File: src/rtl/sfir_pkg.sv
// Shared types and constants for the stereo FIR filter.
// Used by sfir_hist_mem, sfir_mac and stereo_fir_filter_top; no dependencies.
package sfir_pkg;

  // Field widths fixed by the data format
  localparam int unsigned SAMPLE_W   = 16;
  localparam int unsigned COEF_W     = 16;
  localparam int unsigned PROD_W     = SAMPLE_W + COEF_W;
  localparam int unsigned ACC_W      = PROD_W + 3;       // room for seven products
  localparam int unsigned FRAC_W     = 12;               // Q4.12 coefficients
  localparam int unsigned TAP_W      = 3;
  localparam int unsigned CFG_IDX_W  = 3;
  localparam int unsigned HIST_SLOTS = 8;                // history slots per channel
  localparam int unsigned SLOT_W     = 3;

  // Coefficient value 1.0 in Q4.12
  localparam logic signed [COEF_W-1:0] COEF_ONE = 16'sd4096;
  localparam int unsigned COEF_ONE_TAPS = 4;             // taps that reset to 1.0
  localparam logic [TAP_W-1:0] TAPS_RESET = 3'd4;

  // Configuration register indexes
  typedef enum logic [CFG_IDX_W-1:0] {
    REG_TAP_COUNT = 3'd0,
    REG_COEF_0    = 3'd1
  } cfg_reg_e;

  // Control from the sequencer to the MAC unit
  typedef struct packed {
    logic clr;   // zero the accumulator and flush the product stage
    logic vld;   // operand and coefficient are valid this cycle
  } mac_ctrl_t;

  // Final filter result
  typedef struct packed {
    logic                       clipped;
    logic signed [SAMPLE_W-1:0] filtered;
  } fir_res_t;

endpackage

File: src/rtl/sfir_hist_mem.sv
// Sample history memory: one write port, one read port, registered read data.
// Per-entry valid bits make never-written entries read as zero. Uses sfir_pkg.
module sfir_hist_mem #(
  parameter int unsigned DEPTH = 16,
  parameter int unsigned AW    = 4
) (
  input  logic                                 clk_i,
  input  logic                                 rst_ni,
  input  logic                                 wr_en_i,
  input  logic [AW-1:0]                        wr_addr_i,
  input  logic signed [sfir_pkg::SAMPLE_W-1:0] wr_data_i,
  input  logic                                 rd_en_i,
  input  logic [AW-1:0]                        rd_addr_i,
  output logic signed [sfir_pkg::SAMPLE_W-1:0] rd_data_o
);
  import sfir_pkg::*;

  logic signed [SAMPLE_W-1:0] mem_q [DEPTH];
  logic [DEPTH-1:0]           valid_q;
  logic signed [SAMPLE_W-1:0] rd_q;
  logic                       rd_vld_q;

  // Storage array and registered read
  always_ff @(posedge clk_i) begin
    if (wr_en_i) begin
      mem_q[wr_addr_i] <= wr_data_i;
    end
    if (rd_en_i) begin
      rd_q <= mem_q[rd_addr_i];
    end
  end

  // Written-since-reset marks
  always_ff @(posedge clk_i or negedge rst_ni) begin
    if (!rst_ni) begin
      valid_q  <= '0;
      rd_vld_q <= 1'b0;
    end else begin
      if (wr_en_i) begin
        valid_q[wr_addr_i] <= 1'b1;
      end
      if (rd_en_i) begin
        rd_vld_q <= valid_q[rd_addr_i];
      end
    end
  end

  assign rd_data_o = rd_vld_q ? rd_q : '0;

endmodule

File: src/rtl/sfir_mac.sv
// Multiply-accumulate unit: registered product, then accumulate; the
// accumulator is floored by 2^12 and saturated to 16 bits. Uses sfir_pkg.
module sfir_mac (
  input  logic                                 clk_i,
  input  logic                                 rst_ni,
  input  sfir_pkg::mac_ctrl_t                  ctrl_i,
  input  logic signed [sfir_pkg::SAMPLE_W-1:0] operand_i,
  input  logic signed [sfir_pkg::COEF_W-1:0]   coef_i,
  output logic                                 busy_o,
  output sfir_pkg::fir_res_t                   res_o
);
  import sfir_pkg::*;

  localparam int unsigned SH_W = ACC_W - FRAC_W;

  logic signed [PROD_W-1:0] prod_q;
  logic                     prod_v_q;
  logic signed [ACC_W-1:0]  acc_q;
  logic [SH_W-1:0]          shifted;
  logic                     ovf;

  // Product stage valid and accumulator
  always_ff @(posedge clk_i or negedge rst_ni) begin
    if (!rst_ni) begin
      prod_v_q <= 1'b0;
      acc_q    <= '0;
    end else if (ctrl_i.clr) begin
      prod_v_q <= 1'b0;
      acc_q    <= '0;
    end else begin
      prod_v_q <= ctrl_i.vld;
      if (prod_v_q) begin
        acc_q <= acc_q + ACC_W'(prod_q);
      end
    end
  end

  // Product register
  always_ff @(posedge clk_i) begin
    if (ctrl_i.vld) begin
      prod_q <= operand_i * coef_i;
    end
  end

  assign busy_o = prod_v_q;

  // Floor shift is an arithmetic drop of the fraction bits; clip when the
  // bits above the 16-bit result disagree with its sign.
  assign shifted = acc_q[ACC_W-1:FRAC_W];
  assign ovf     = (shifted[SH_W-1:SAMPLE_W-1] != '0) && (shifted[SH_W-1:SAMPLE_W-1] != '1);

  always_comb begin
    res_o.clipped = ovf;
    if (!ovf) begin
      res_o.filtered = shifted[SAMPLE_W-1:0];
    end else if (shifted[SH_W-1]) begin
      res_o.filtered = {1'b1, {(SAMPLE_W-1){1'b0}}};
    end else begin
      res_o.filtered = {1'b0, {(SAMPLE_W-1){1'b1}}};
    end
  end

endmodule

File: src/rtl/stereo_fir_filter_top.sv
// Stereo FIR filter top level: configuration registers, tap sequencer and
// output register. Uses sfir_pkg, sfir_hist_mem and sfir_mac.
//
// Each request on the input stream is one sample of one channel; it enters
// that channel's 8-slot history and produces one filtered sample on the
// output stream, the sum of coef_i times the sample i steps older, floored
// by 2^12 and saturated to 16 bits. The history lives in one memory with a
// registered read; one tap is read and multiplied per cycle by one shared
// multiplier, and the next item is taken once the current one has moved into
// the output register. Reset clears the whole history at once. Configuration
// writes take effect immediately and are meant for idle periods only.
module stereo_fir_filter_top #(
  parameter int unsigned CHANNELS = 2,
  parameter int unsigned MAX_TAPS = 7
) (
  input  logic                             clk_i,
  input  logic                             rst_ni,
  // Configuration write channel
  input  logic                             cfg_valid_i,
  output logic                             cfg_ready_o,
  input  logic [sfir_pkg::CFG_IDX_W-1:0]   cfg_index_i,
  input  logic [sfir_pkg::COEF_W-1:0]      cfg_data_i,
  // Input stream
  input  logic                             s_axis_tvalid,
  output logic                             s_axis_tready,
  input  logic [15:0]                      s_axis_tdata,  // [15:0] sample
  input  logic [0:0]                       s_axis_tuser,  // [0] channel
  // Output stream
  output logic                             m_axis_tvalid,
  input  logic                             m_axis_tready,
  output logic [15:0]                      m_axis_tdata,  // [15:0] filtered
  output logic [1:0]                       m_axis_tuser   // [0] out_channel, [1] clipped
);
  import sfir_pkg::*;

  localparam int unsigned DEPTH = CHANNELS * HIST_SLOTS;
  localparam int unsigned AW    = $clog2(DEPTH);
  localparam int unsigned CHW   = (CHANNELS > 1) ? $clog2(CHANNELS) : 1;
  localparam int unsigned CIW   = (MAX_TAPS > 1) ? $clog2(MAX_TAPS) : 1;

  typedef enum logic [1:0] {
    S_IDLE,
    S_RUN,
    S_DRAIN,
    S_OUT
  } state_e;

  // Configuration registers
  logic [TAP_W-1:0]         tap_count_q;
  logic signed [COEF_W-1:0] coef_q [MAX_TAPS];
  logic [CFG_IDX_W-1:0]     coef_idx;

  // Sequencer state
  state_e                   state_q, state_d;
  logic [SLOT_W-1:0]        wpos_q [CHANNELS];
  logic                     ch_q;
  logic signed [SAMPLE_W-1:0] sample_q;
  logic [SLOT_W-1:0]        pos_q;
  logic [TAP_W-1:0]         taps_q;
  logic [TAP_W-1:0]         i_q;
  logic                     s1_v_q;
  logic                     s1_tap0_q;
  logic signed [COEF_W-1:0] s1_coef_q;

  // Output register
  logic                     m_valid_q;
  logic                     m_chan_q;
  logic                     m_clip_q;
  logic [SAMPLE_W-1:0]      m_data_q;

  logic                     in_acc;
  logic                     ch_ok;
  logic [TAP_W-1:0]         taps_eff;
  logic                     out_free;
  logic                     rd_en;
  logic [AW-1:0]            rd_addr;
  logic [AW-1:0]            wr_addr;
  logic signed [SAMPLE_W-1:0] rd_data;
  logic signed [SAMPLE_W-1:0] operand;
  mac_ctrl_t                mac_ctrl;
  logic                     mac_busy;
  fir_res_t                 mac_res;

  assign cfg_ready_o   = 1'b1;
  assign s_axis_tready = (state_q == S_IDLE);
  assign in_acc        = s_axis_tvalid && s_axis_tready;
  assign ch_ok         = (2'(s_axis_tuser[0]) < 2'(CHANNELS));
  assign taps_eff      = (tap_count_q > TAP_W'(MAX_TAPS)) ? TAP_W'(MAX_TAPS) : tap_count_q;
  assign out_free      = !m_valid_q || m_axis_tready;
  assign coef_idx      = cfg_index_i - CFG_IDX_W'(REG_COEF_0);

  // Configuration register writes
  always_ff @(posedge clk_i or negedge rst_ni) begin
    if (!rst_ni) begin
      tap_count_q <= TAPS_RESET;
      for (int k = 0; k < MAX_TAPS; k++) begin
        coef_q[k] <= (k < COEF_ONE_TAPS) ? COEF_ONE : '0;
      end
    end else if (cfg_valid_i) begin
      if (cfg_index_i == REG_TAP_COUNT) begin
        tap_count_q <= cfg_data_i[TAP_W-1:0];
      end else if (32'(coef_idx) < MAX_TAPS) begin
        coef_q[CIW'(coef_idx)] <= cfg_data_i;
      end
    end
  end

  // History write on acceptance; tap reads while running
  assign wr_addr = AW'({s_axis_tuser[0], wpos_q[CHW'(s_axis_tuser[0])]});
  assign rd_en   = (state_q == S_RUN) && (i_q != '0);
  assign rd_addr = AW'({ch_q, pos_q - i_q});

  sfir_hist_mem #(
    .DEPTH (DEPTH),
    .AW    (AW)
  ) u_mem (
    .clk_i     (clk_i),
    .rst_ni    (rst_ni),
    .wr_en_i   (in_acc && ch_ok),
    .wr_addr_i (wr_addr),
    .wr_data_i (s_axis_tdata),
    .rd_en_i   (rd_en),
    .rd_addr_i (rd_addr),
    .rd_data_o (rd_data)
  );

  // Tap 0 is the new sample itself; older taps come from memory
  assign operand      = s1_tap0_q ? sample_q : rd_data;
  assign mac_ctrl.clr = in_acc;
  assign mac_ctrl.vld = s1_v_q;

  sfir_mac u_mac (
    .clk_i     (clk_i),
    .rst_ni    (rst_ni),
    .ctrl_i    (mac_ctrl),
    .operand_i (operand),
    .coef_i    (s1_coef_q),
    .busy_o    (mac_busy),
    .res_o     (mac_res)
  );

  // Next-state logic
  always_comb begin
    state_d = state_q;
    case (state_q)
      S_IDLE: begin
        if (in_acc && ch_ok) begin
          state_d = (taps_eff == '0) ? S_OUT : S_RUN;
        end
      end
      S_RUN: begin
        if (i_q == taps_q - TAP_W'(1)) begin
          state_d = S_DRAIN;
        end
      end
      S_DRAIN: begin
        if (!s1_v_q && !mac_busy) begin
          state_d = S_OUT;
        end
      end
      S_OUT: begin
        if (out_free) begin
          state_d = S_IDLE;
        end
      end
      default: state_d = S_IDLE;
    endcase
  end

  // Sequencer state and output register
  always_ff @(posedge clk_i or negedge rst_ni) begin
    if (!rst_ni) begin
      state_q   <= S_IDLE;
      for (int k = 0; k < CHANNELS; k++) begin
        wpos_q[k] <= '0;
      end
      i_q       <= '0;
      s1_v_q    <= 1'b0;
      m_valid_q <= 1'b0;
    end else begin
      state_q <= state_d;
      s1_v_q  <= (state_q == S_RUN);
      if (in_acc && ch_ok) begin
        wpos_q[CHW'(s_axis_tuser[0])] <= wpos_q[CHW'(s_axis_tuser[0])] + SLOT_W'(1);
        i_q <= '0;
      end else if (state_q == S_RUN) begin
        i_q <= i_q + TAP_W'(1);
      end
      if ((state_q == S_OUT) && out_free) begin
        m_valid_q <= 1'b1;
      end else if (m_axis_tready) begin
        m_valid_q <= 1'b0;
      end
    end
  end

  // Item payload and pipeline data
  always_ff @(posedge clk_i) begin
    if (in_acc) begin
      ch_q     <= s_axis_tuser[0];
      sample_q <= s_axis_tdata;
      pos_q    <= wpos_q[CHW'(s_axis_tuser[0])];
      taps_q   <= taps_eff;
    end
    if (state_q == S_RUN) begin
      s1_tap0_q <= (i_q == '0);
      s1_coef_q <= coef_q[CIW'(i_q)];
    end
    if ((state_q == S_OUT) && out_free) begin
      m_chan_q <= ch_q;
      m_data_q <= mac_res.filtered;
      m_clip_q <= mac_res.clipped;
    end
  end

  assign m_axis_tvalid = m_valid_q;
  assign m_axis_tdata  = m_data_q;
  assign m_axis_tuser  = {m_clip_q, m_chan_q};

`ifndef SYNTHESIS
  // Input is only taken with the MAC pipeline empty
  a_idle_pipe_empty: assert property (@(posedge clk_i) disable iff (!rst_ni)
    s_axis_tready |-> (!s1_v_q && !mac_busy))
    else $error("input accepted while taps still in flight");

  // A result appears only when the sequencer hands it over
  a_out_from_seq: assert property (@(posedge clk_i) disable iff (!rst_ni)
    $rose(m_axis_tvalid) |-> $past(state_q == S_OUT))
    else $error("output valid without a finished item");

  // Tap counter stays within the tap count while reading
  a_tap_range: assert property (@(posedge clk_i) disable iff (!rst_ni)
    (state_q == S_RUN) |-> (i_q < taps_q))
    else $error("tap index beyond tap count");

  // An accepted in-range item always leaves idle
  a_item_started: assert property (@(posedge clk_i) disable iff (!rst_ni)
    (in_acc && ch_ok) |=> (state_q != S_IDLE))
    else $error("accepted item was dropped");
`endif

endmodule

File: config.mk
export PLATFORM = sky130hd
export DESIGN_NAME = stereo_fir_filter_top
export DESIGN_NICKNAME = d
export VERILOG_FILES = /design/src/rtl/sfir_pkg.sv /design/src/rtl/sfir_hist_mem.sv /design/src/rtl/sfir_mac.sv /design/src/rtl/stereo_fir_filter_top.sv
export SDC_FILE = /design/constraint.sdc
export NUM_CORES = 1
export LEC_CHECK = 0
export ABC_AREA = 0
export BUFFER_PORTS_ARGS = -buffer_cell sky130_fd_sc_hd__buf_2
export CORE_AREA = 5 5 250 252
export DETAILED_ROUTE_END_ITERATION = 6
export DIE_AREA = 0 0 255 257
export PLACE_DENSITY = 0.68
export SKIP_CTS_REPAIR_TIMING = 1
export SYNTH_ARGS = -nofsm -noshare
export SYNTH_HDL_FRONTEND = slang
export SYNTH_SLANG_ARGS = --single-unit
File: constraint.sdc
create_clock -name clk_i -period 15.03 [get_ports clk_i]
set_input_delay 2.2545 -clock clk_i [delete_from_list [all_inputs] [get_ports clk_i]]
set_output_delay 2.2545 -clock clk_i [all_outputs]
set_load 0.05 [all_outputs]
==> results_dict.tcl <==
set metrics [dict create \
    drive_gt1_frac 0.1804 \
    synth_common_cells "edfxtp_1, inv_1, fa_1" \
    synth.area.top_cells "edfxtp_1, fa_1, dfrtp_1" \
    place_area_mm2 0.03398 \
    synth_area_mm2 0.03274 \
    synth_fa_ha_area_frac 0.2111 \
    endpoint "u_mac.prod_q[30]" \
    syn_avg_cell_area_um2 13.35 \
    die_w_um 255 \
    cts-root-buf "clkbuf_16" \
    ys_seq_area_frac 0.4705 \
    grt_max_degree 78 \
    required_ns 15.39 \
    r2r-end "u_mac.prod_q[30]" \
    drt-initial-drc-count 1360 \
    fin_crit_sh 0.5447 \
    cts_buffers 54 \
    grt_pass1_wl_um 116500 \
    grt_util_all_layers 0.2288 \
    antenna_found_initial 2 \
    avgViaCountPerCell 5.727 \
    start_util 0.5465 \
    hp-class "flop to flop" \
    synth_most_common_cell "edfxtp_1" \
    post_drt_wl_per_cell_um 21.90 \
    worstSetupStartpointType "flop" \
    synth-async-reset-ratio 0.3333 \
    yosysTopAreaCell "edfxtp_1" \
    crit_fanout 18 \
    die-area_mm2 0.06554 \
    grt_pass1_vias 20360 \
    synth-compound-area-share 0.05021 \
    crit_start "s1_tap0_q" \
    layout-area-overhead-vs-synth_pct 9.611 \
    yosys_warnings 0 \
    fmax_mhz 122.2 \
    cpPeakStageDelay_ns 0.89 \
    path_cells "nor2b_1 -> a22o_1 -> nand2_1 -> fa_1 -> inv_1 -> fa_1 -> inv_1 -> fa_1 -> inv_1 -> fa_1 -> fa_1 -> inv_1 -> fa_1 -> inv_1 -> ha_1 -> a2111oi_2 -> o31ai_1 -> o21a_1 -> a2111o_1 -> a41o_2 -> a2111o_1 -> a21oi_2 -> xnor2_1" \
    synthMuxAreaShare 0.1238 \
    cts_tree "yes" \
    status "finished clean" \
    vias 19100 \
    ff2ff_path_depth 23 \
    rows 90 \
    tightest_slew_ns 1.259 \
    synth_top_area_frac 0.3320 \
    setup-tns-final_ns 0 \
    crit-reg2reg-launch "s1_tap0_q" \
    synth_flop_cell "edfxtp_1" \
    h-tree-depth 2 \
    synth-xor-area-share 0.01953 \
    gr-total-overflow 0 \
    setup_viol 0 \
    r2r_setup_slack_ns 6.84 \
    final_area_mm2 0.03589 \
    slew_headroom 0.1609 \
    die_y_um 257 \
    clk_latency_ns 0.63 \
    syn-num-nets 2888 \
    synthSimpleGateAreaFrac 0.07677 \
    post-dp-hpwl_um 50730 \
    ant_nets 0 \
    cp_common_cell "fa_1" \
    critPathSlowestCell "nor2b_1" \
    core-area_mm2 0.05991 \
    synth-edff-count 362 \
    cts_buffer_depth 3 \
    critPathKind "flop to flop" \
    wl_um 73050 \
    layout_min_cycle_time_ns 8.186 \
    hold_viol_final 0 \
    io_pins 62 \
    yosys_register_bits 543 \
    io_buffers 60 \
    cap_violations 0 \
    holdWs_ns 0.4642 \
    synth.distinct_cells 70 \
    fin_nets 2939 \
    arrival_ns 8.54 \
    synthCells 2453 \
    synth_top_family_by_area "adder cells" \
    place_congestion 0.8969 \
    crit_path_end_kind "flop" \
    dr.pass1.iters 4 \
    drc 0 \
    maxSlewViolCount 0 \
    rsz0062_at_grt "false" \
    clock_skew_ns 0.04082 \
    cts_sinks 543 \
    clk_pin_slew_ns 0.06 \
]
cells in the final DEF (no fill, tap or decap), types with 5 or more instances in the layout:
master / instances
nand2_1: 164
clkinv_1: 8
o21a_1: 11
ha_1: 129
a22o_1: 15
nor3_2: 6
nor2_2: 13
o21ai_0: 26
clkbuf_1: 9
nor2b_1: 9
nor3_1: 8
bufinv_16: 7
a21o_1: 33
or2_2: 19
edfxtp_1: 362
o21bai_1: 8
a31oi_1: 7
fa_1: 264
mux4_2: 101
clkbuf_16: 55
mux2i_1: 45
buf_4: 32
inv_1: 314
o22ai_1: 7
o211ai_1: 6
nand3_1: 18
nand2b_1: 17
xnor2_1: 55
and2_1: 131
a21oi_1: 81
a211oi_1: 9
dfstp_2: 5
mux2_2: 118
clkinv_2: 8
nand4_1: 5
xor2_1: 17
dfrtp_1: 173
buf_2: 59
nor2_1: 112
clkbuf_8: 9
worst max-delay path, delay by kind of cell, from the launching register on:
| kind | cells | cell delay [ns] |
|---|---|---|
| AO/OA/AOI/OAI | 8 | 2.56 |
| AND/OR/NAND/NOR | 2 | 1.06 |
| buffers and inverters | 5 | 0.25 |
| flip-flops | 1 | 0.64 |
| adder cells (fa/ha/maj) | 7 | 3.33 |
| XOR/XNOR | 1 | 0.07 |
final cells by class:
| type | instances | area, um^2 |
|---|---|---|
| Fill cell | 4624 | 24020 |
| Multi-Input combinational cell | 1498 | 15860 |
| Tap cell | 782 | 978.4 |
| Clock inverter | 30 | 384.1 |
| Timing Repair Buffer | 92 | 549.3 |
| Antenna cell | 3 | 7.507 |
| Clock buffer | 72 | 1520 |
| Sequential cell | 543 | 15410 |
| Inverter | 315 | 1182 |
per-layer routing:
metal / GRT usage / share of wire / vias up
met5: 0 / 0 / -
met4: 0.06558 / 0.029 / 0
met3: 0.03575 / 0.055 / 127
met2: 0.3773 / 0.49 / 496
met1: 0.3200 / 0.42 / 9939
li1: - / - / 8538
metrics by stage:
step	util	setup slack, ns	cells
3_5_place_dp	0.5671	6.868	3230
3_3_place_gp	0.5671	7.097	3230
4_1_cts	0.5989	6.843	3332
6_report	0.5991	6.844	3335
2_1_floorplan	-	7.861	2453
5_1_grt	0.5990	6.384	3333
logic make-up (layout without fill, tap and decap cells):
group / after synthesis / in the layout
mux: 264 / 264
compound gates: 245 / 245
simple gates: 521 / 521
flops: 543 / 543
other cells: 1 / 4
fa+ha+maj: 394 / 394
buf+inv: 412 / 509
xor+xnor: 73 / 73
registers in the layout (all words and copies together), names as in the netlist, 6 cells and up:
| signal | cells |
|---|---|
| m_axis_tdata | 16 |
| coef_q | 112 |
| u_mem.rd_q | 16 |
| sample_q | 16 |
| u_mem.valid_q | 16 |
| wpos_q | 6 |
| u_mac.prod_q | 32 |
| u_mac.acc_q | 35 |
| u_mem.mem_q | 256 |
| s1_coef_q | 16 |
worst min path at each step:
| stage | startpoint | end | slack [ns] | cells after the start |
|---|---|---|---|---|
| after global routing | u_mem.valid_q[13] | u_mem.valid_q[13] | 0.48 | 1 |
| after CTS | u_mem.valid_q[13] | u_mem.valid_q[13] | 0.47 | 1 |
| after global placement | u_mem.valid_q[5] | u_mem.valid_q[5] | 0.45 | 1 |
| after detailed placement | u_mem.valid_q[5] | u_mem.valid_q[5] | 0.45 | 1 |
| after floorplan | ch_q | m_chan_q | 0.42 | 0 |
| final | u_mem.valid_q[12] | u_mem.valid_q[12] | 0.46 | 1 |
Power is not shown: default switching activity piles up to over one toggle a cycle in this logic, so the estimate is an artifact.
